===== src/design/sca_pkg.sv =====
`timescale 1ns / 1ps
// sca_pkg: shared types and constants of the slab cell allocator
// no dependencies
package sca_pkg;

    localparam int unsigned PAGES   = 64;
    localparam int unsigned CELLS   = 64;
    localparam int unsigned PG_W    = 6;
    localparam int unsigned CL_W    = 6;
    localparam int unsigned BK_W    = 7;
    localparam int unsigned OFS_W   = 18;
    localparam int unsigned CPP_W   = 7;
    localparam int unsigned CSZ_W   = 13;

    typedef logic [PG_W-1:0]  page_t;
    typedef logic [CL_W-1:0]  cell_t;
    typedef logic [BK_W-1:0]  bucket_t;
    typedef logic [PG_W:0]    link_t;
    typedef logic [CELLS-1:0] bitmap_t;

    localparam link_t LINK_NONE = link_t'(1) << PG_W;

    localparam logic OP_ALLOC = 1'b0;
    localparam logic OP_FREE  = 1'b1;

    localparam logic [1:0] ST_OK      = 2'd0;
    localparam logic [1:0] ST_NOPAGE  = 2'd1;
    localparam logic [1:0] ST_BADFREE = 2'd2;

    localparam logic REG_CELLS_PER_PAGE = 1'b0;
    localparam logic REG_CELL_SIZE      = 1'b1;

endpackage


===== src/design/sca_cfg_regs.sv =====
`timescale 1ns / 1ps
// sca_cfg_regs: apb register file for cell count and cell size
// depends on sca_pkg
module sca_cfg_regs
    import sca_pkg::*;
(
    input  logic             clk,
    input  logic             rst_n,
    input  logic             psel,
    input  logic             penable,
    input  logic             pwrite,
    input  logic [2:0]       paddr,
    input  logic [31:0]      pwdata,
    output logic [31:0]      prdata,
    output logic             pready,
    output logic [CPP_W-1:0] cells_per_page,
    output logic [CSZ_W-1:0] cell_size
);

    logic [CPP_W-1:0] cpp_reg;
    logic [CSZ_W-1:0] csz_reg;
    logic             wr_en;

    assign pready = 1'b1;
    assign wr_en  = psel & penable & pwrite;

    always_ff @(posedge clk or negedge rst_n)
    begin
        if (!rst_n)
        begin
            cpp_reg <= CPP_W'(62);
            csz_reg <= CSZ_W'(64);
        end
        else if (wr_en)
        begin
            unique case (paddr[2])
                REG_CELLS_PER_PAGE: cpp_reg <= pwdata[CPP_W-1:0];
                REG_CELL_SIZE:      csz_reg <= pwdata[CSZ_W-1:0];
                default:            cpp_reg <= cpp_reg;
            endcase
        end
    end

    always_comb
    begin
        unique case (paddr[2])
            REG_CELLS_PER_PAGE: prdata = {{(32-CPP_W){1'b0}}, cpp_reg};
            REG_CELL_SIZE:      prdata = {{(32-CSZ_W){1'b0}}, csz_reg};
            default:            prdata = '0;
        endcase
    end

    assign cells_per_page = cpp_reg;
    assign cell_size      = csz_reg;

endmodule


===== config.mk =====
export PLATFORM = sky130hd
export DESIGN_NAME = sca_cfg_regs
export DESIGN_NICKNAME = d
export VERILOG_FILES = /design/src/design/sca_pkg.sv /design/src/design/sca_cfg_regs.sv
export SDC_FILE = /design/constraint.sdc
export NUM_CORES = 1
export LEC_CHECK = 0
export BUFFER_PORTS_ARGS = -buffer_cell sky130_fd_sc_hd__buf_4
export CAP_MARGIN = 5
export CORE_MARGIN = 2
export CORE_UTILIZATION = 25
export CTS_CLUSTER_DIAMETER = 80
export CTS_CLUSTER_SIZE = 20
export DETAILED_ROUTE_END_ITERATION = 10
export PLACE_DENSITY = 0.54
export SLEW_MARGIN = 15
export SYNTH_ARGS = -nofsm -noshare
export SYNTH_HDL_FRONTEND = slang
export SYNTH_SLANG_ARGS = --single-unit

===== constraint.sdc =====
create_clock -name clk -period 1.12 [get_ports clk]
set_clock_uncertainty 0.2 [all_clocks]
set_input_delay 0.224 -clock clk [delete_from_list [all_inputs] [get_ports clk]]
set_output_delay 0.224 -clock clk [all_outputs]
set_load 0.02 [all_outputs]

==> results.ini, run 1 <==
[sta]
rsz0062_at_grt=true
fmax_ghz=0.670
min_period_over_period_pct=133
slew_violations=0
worst_slack_ps=-373
tns_ps=-8460
finalSetupViolCount=38
fin_crit_ps=1490
hold_viol_final=0

[setup_path]
endpoint_kind=output port
path_max_fanout=2
cp.arrival_ps=1070
worstSetupPathType=flip-flop to output port
worstSetupStartpointType=flip-flop
cp_data_required_time_ps=700

[placement]
hpwlAfterDp_mm=2.04
portBuffers=51
gp_congestion=0.655
place_area_um2=1660
dp_cells=194

[finish]
layout-drive-gt1-share_pct=79.2
multi_input_area_um2=544
post-route-cell-area_um2=2010
seq_area_um2=510
nNetsFinal=200
n_fill_cell=390
layout.cells.non_filler=209
diodes=0
area_growth_pct=84.4
fin_util_pct=49.1

[yosys]
ys_seq_area_share_pct=46.7
synth.cell_area_um2=1090
ys_ff_latch=20
ys_warn_count=0
synth_cell_type_count=11
avgSynthCellArea_um2=13.8
netlist_instances=79

[route]
wl_per_cell_um=13.1
vias_per_cell=3.94
wl_mm=2.73
vias=823
first_pass_iters=3
drc=0
drtIter0Drc=3
antenna_left=0

[grt]
antenna_found_initial=0
grt_pass1_vias=931
grt_max_degree=21
grt_overflow=0
grt_pass1_wl_mm=4.38
grt_usage_pct=11.0

[clocking]
clk_path_buf_depth=2
clk_root_buffer_cell=clkbuf_8
cts_hold_buf=1
numCtsBuffers=3
h-tree-depth=1
insertion_delay_ps=250
path_clk_slew_ps=70
cts_sinks=20
tritoncts=done

[worst_hold_path]
hold_class=input port to flip-flop

[die]
initial_core_util_pct=26.6
fp.coreArea_um2=4090
die_h_um=70.0
placementRows=23
die_area_um2=4900
fp.dieW_um=70.0
io_pins=93

[flow_run]
maxCapViolCount=0

[power]
powerDensity_nw_per_um2=1730
p_leak_nw=1.04
ir_worst_vdd_mv=0.951

[run_status]
violations=setup timing
status=complete, but fails checks

## cells in the final DEF (no fill, tap or decap)
master         count
dfrtp_2            2
and2_4             6
dlygate4sd3_1      1
buf_4             22
mux2_2             9
nand4b_4           1
mux2_4            18
nand4_4            1
dfrtp_1           12
buf_12             2
dfstp_2            6
clkbuf_8           4
buf_6             55
conb_1            20
## Yosys cell counts
library cell | instances | area, um2
buf_6 | 1 | 11.3
conb_1 | 2 | 7.51
and2_1 | 6 | 37.5
dfrtp_1 | 14 | 350
nand4b_2 | 1 | 15.0
mux2_4 | 10 | 150
mux2_2 | 17 | 191
buf_4 | 20 | 150
nand4_2 | 1 | 12.5
dfstp_2 | 6 | 158
buf_2 | 1 | 5.00
## flip-flops by register name, indices dropped and copies added, names as in the netlist
| register | count |
|---|---|
| cell_size | 13 |
| cells_per_page | 7 |
## path summary, 6_finish.rpt
kind | slack [ps] | cells past startpoint | to | startpoint
min reg2reg | 370 | 1 | cell_size[12] | cell_size[12]
max reg2reg | -50 | 3 | cell_size[8] | cell_size[8]
max | -370 | 2 | prdata[4] | cell_size[4]
min | 0.7 | 2 | cell_size[7] | pwdata[7]
max in group asynchronous | 270 | 2 | cells_per_page[1] | rst_n
min in group asynchronous | 180 | 2 | cells_per_page[6] | rst_n
## power by group
group	internal, W	switching, W	leakage (nW)
clock	0.000312	0.000227	0.0288
combinational	0.00114	0.000750	0.778
sequential	0.000922	0.000123	0.229
## per-stage QoR
stage               power, W  setup slack (ps)  hold slack, ps
floorplan            0.00183             -78.5            -272
global placement     0.00247              -239           -79.1
detailed placement   0.00249              -265           -80.2
CTS                  0.00346              -370           -3.29
global route         0.00366              -410           -9.06
finish               0.00347              -373           0.659
## critical path, stage by stage (launching register included)
cell	delay, ps
dfrtp_1	410
mux2_4	280
buf_6	130
## cells by family (layout without fill, tap and decap cells)
family	Yosys count	in the layout	synth area share [%]
muxes	27	27	31.4
buffers and inverters	22	84	15.3
other	2	20	0.690
DFF	20	20	46.7
and+or+nand+nor	8	8	5.98
## repair_timing
item                                    4_1_cts  5_1_grt
endpoints found under the hold margin        24        4
endpoints found under the setup margin       33       43
pin swaps                                     6        0
setup buffers                                 9        6
gates resized for setup                      50       11
## routing by layer
| layer | routed length [um] | part of all wire (%) | up-vias | track usage [%] |
|---|---|---|---|---|
| met5 | 0 | 0 | - | 0 |
| met4 | 0 | 0 | 0 | 2.56 |
| met3 | 233 | 8.5 | 0 | 3.17 |
| met2 | 1400 | 51 | 51 | 19.6 |
| met1 | 1100 | 40 | 388 | 13.1 |
| li1 | - | - | 384 | - |
## layout make-up
type | count | share of cell area (%)
clock buffer | 4 | 2.74
timing repair buffer | 80 | 41.6
sequential | 20 | 25.4
multi-input combinational | 55 | 27.1
tap | 50 | 3.12
No activity file was read; power rests on OpenSTA's default activity.
==> run 2, diff against run 1 <==
--- a/config.mk
+++ b/config.mk
@@ -6,4 +6,5 @@
 export NUM_CORES = 1
 export LEC_CHECK = 0
+export ABC_AREA = 1
 export BUFFER_PORTS_ARGS = -buffer_cell sky130_fd_sc_hd__buf_4
 export CAP_MARGIN = 5
@@ -13,5 +14,5 @@
 export CTS_CLUSTER_SIZE = 20
 export DETAILED_ROUTE_END_ITERATION = 10
-export PLACE_DENSITY = 0.54
+export PLACE_DENSITY = 0.53
 export SLEW_MARGIN = 15
 export SYNTH_ARGS = -nofsm -noshare
--- a/constraint.sdc
+++ b/constraint.sdc
@@ -3,3 +3,3 @@
 set_input_delay 0.224 -clock clk [delete_from_list [all_inputs] [get_ports clk]]
 set_output_delay 0.224 -clock clk [all_outputs]
-set_load 0.02 [all_outputs]
+set_load 0.01 [all_outputs]
==> run 2 against run 1 <==
  * The flow still finishes with violations (setup timing)
  * Combinational power is 42% lower
  * Synthesized area increased by 1.7%
  * Hold slack better by 1.4 ps
  * Flip-flop and latch count did not move
  * Register-to-register slack gained 140 ps
  * Design area fell by 4.3%
  * Sequential power about the same
  * Via count is 36% higher
  * Synthesized cell count increased by 87%
  * Power fell by 23%
  * Die area rose by 1.6%
  * First-iteration DRC count increased to 11 times the previous value
  * Largest cell class unchanged
==> results.ini, run 2 <==
[clocking]
insertion_delay_ps=250  ; about the same
cts_sinks=20  ; unchanged
clk_path_buf_depth=2  ; unchanged
path_clk_slew_ps=80  ; about the same
numCtsBuffers=3  ; unchanged
clk_root_buffer_cell=clkbuf_8
tritoncts=done
h-tree-depth=1  ; unchanged

[grt]
grt_usage_pct=11.8  ; +0.81 points
antenna_found_initial=0  ; unchanged
grt_overflow=0  ; unchanged
grt_pass1_wl_mm=4.69  ; +6.9%
grt_max_degree=21  ; unchanged
grt_pass1_vias=998  ; +7.2%

[placement]
dp_cells=250  ; +29%
portBuffers=51  ; unchanged
gp_congestion=0.712  ; +8.6%
hpwlAfterDp_mm=2.06  ; +1.4%

[sta]
rsz0062_at_grt=true
min_period_over_period_pct=130  ; -3.5 points
fmax_ghz=0.688  ; +2.7%
tns_ps=-6510  ; +1950 ps
fin_crit_ps=1450  ; -39.2 ps
finalSetupViolCount=33  ; -13%
worst_slack_ps=-333  ; +39.2 ps
hold_viol_final=0  ; unchanged
slew_violations=0  ; unchanged

[route]
drc=0  ; unchanged
vias_per_cell=4.05  ; +3.0%
antenna_left=0  ; unchanged
first_pass_iters=4  ; +1
vias=1119  ; +36%
wl_mm=3.00  ; +9.9%
wl_per_cell_um=10.9  ; -17%
drtIter0Drc=33  ; +30

[yosys]
synth_cell_type_count=11  ; unchanged
synth_top_area_share_pct=31.6  ; -0.55 points
ys_warn_count=0  ; unchanged
yosysMostFrequentCell=nand2_1
synth_top_area_cell=dfrtp_1
synthFlopType=dfrtp_1
synth.cell_area_um2=1110  ; +1.7%
ys_async_sr_fraction_pct=100  ; unchanged
yosys-top-cells-area=dfrtp_1 32%, nand2_1 23%, buf_4 15%, dfstp_2 14%, nand3_1 9.0%
ys_seq_area_share_pct=45.9  ; -0.79 points
ys_top_cells_by_count=68 x nand2_1, 22 x buf_4, 20 x nand3_1
netlist_instances=148  ; +87%
avgSynthCellArea_um2=7.48  ; -46%
ys_ff_latch=20  ; unchanged
synth_edf_count=0  ; unchanged

[run_status]
status=complete, but fails checks
violations=setup timing

[setup_path]
worstSetupStartpointType=flip-flop
cp_data_required_time_ps=700  ; about the same
worstSetupPathType=flip-flop to output port
slowest_stage=dfstp_2
endpoint_kind=output port
cp.arrival_ps=1030  ; -40 ps
crit_chain=nand2_2 -> nand2_2 -> buf_6
path_delay_family=flip-flops
path_buf_inv=1  ; unchanged
critPathMostFrequentCell=nand2_2
path_max_fanout=3  ; +1
critical-path-max-stage-delay_ps=560  ; +150 ps

[die]
io_pins=93  ; unchanged
initial_core_util_pct=25.6  ; -1.0 points
fp.coreArea_um2=4320  ; +5.8%
die_h_um=70.6  ; +0.81%
die_area_um2=4980  ; +1.6%
fp.dieW_um=70.6  ; +0.81%
placementRows=24  ; +4.3%

[finish]
nNetsFinal=265  ; +33%
most-common-layout-cells=57 x nand2_1, 35 x buf_4, 34 x buf_6, 20 x nand3_1, 20 x conb_1
diodes=0  ; unchanged
area_growth_pct=73.4
largest_reg_flops=13  ; unchanged
layout-drive-gt1-share_pct=42.4  ; -37 points
layout.cells.non_filler=276  ; +32%
mostFrequentLayoutCell=nand2_1

[power]
powerDensity_nw_per_um2=1390  ; -20%
ir_worst_vdd_mv=0.474  ; -50%
p_leak_nw=1.07  ; +3.3%

[worst_hold_path]
hold_class=input port to flip-flop

[flow_run]
maxCapViolCount=0  ; unchanged

==> run 2: cell count changes after synthesis, sizes merged <==
cell and change:
nand3 +20, inv +8, nand2 +68, nor2 +1
and2 -6, buf +5, mux2 -27, nand4b -1
nand4 +1
==> run 2: final cells by class <==
cell class,count,area [um2]
clock buffers,4,55.1
fillers,470,2400
inverters,8,32.5
multi-input cells,111,474
flip-flops and latches,20,508
well taps,52,65.1
repair buffers,81,786
==> run 2: per-layer routing <==
layer / global-route usage [%] / vias up / share of wire (%)
li1: - / 569 / -
met1: 16.5 / 507 / 45
met2: 18.3 / 41 / 49
met3: 2.71 / 2 / 6.3
met4: 3.77 / 0 / 0.43
met5: 0 / - / 0
==> run 2: cells by family after synthesis <==
group / Yosys count / synth area share, %
buf+inv: 35 / 19.9
other cells: 2 / 0.678
simple gates: 91 / 33.6
flops: 20 / 45.9
==> run 2: metrics by stage <==
step / util (%) / hold WS, ps / power, W / instance area [um2] / worst slack, ps
2_1_floorplan: - / -272 / 0.00141 / 1210 / 9.57
3_3_place_gp: 35.6 / -80.6 / 0.00180 / 1540 / -138
3_5_place_dp: 35.6 / -76.4 / 0.00181 / 1540 / -144
4_1_cts: 41.6 / 0.814 / 0.00254 / 1800 / -342
5_1_grt: 44.4 / 11.5 / 0.00284 / 1920 / -381
6_report: 44.4 / 2.08 / 0.00266 / 1920 / -333
==> run 2: tightest hold or removal path, delay by kind of cell <==
kind | cells | cell delay (ps)
buffers and inverters | 1 | 80
AND/OR/NAND/NOR | 2 | 130
==> run 2: timing repair <==
| item | 4_1_cts | 5_1_grt |
|---|---|---|
| gates resized for setup | 28 | 12 |
| hold buffers | 9 | 1 |
| pin swaps | 9 | 1 |
| endpoints found under the setup margin | 33 | 33 |
| endpoints found under the hold margin | 28 | 1 |
| buffers inserted | 2 | 10 |
==> run 2: where the power goes <==
part | total, W | leakage (nW) | internal (W) | switching (W)
Combinational | 0.00110 | 0.801 | 0.000647 | 0.000452
Sequential | 0.00101 | 0.239 | 0.000889 | 0.000125
Clock | 0.000550 | 0.0288 | 0.000313 | 0.000237
==> run 2: worst paths after layout <==
kind | endpoint | from | cells past startpoint | slack (ps)
max in group asynchronous | cells_per_page[3] | rst_n | 2 | 260
worst max-delay path | prdata[4] | cells_per_page[4] | 3 | -330
worst min register to register | cell_size[6] | cell_size[6] | 2 | 280
worst min-delay path | cell_size[12] | pwdata[12] | 3 | 2
min in group asynchronous | cell_size[7] | rst_n | 2 | 190
worst max register to register | cell_size[5] | cell_size[5] | 4 | 90
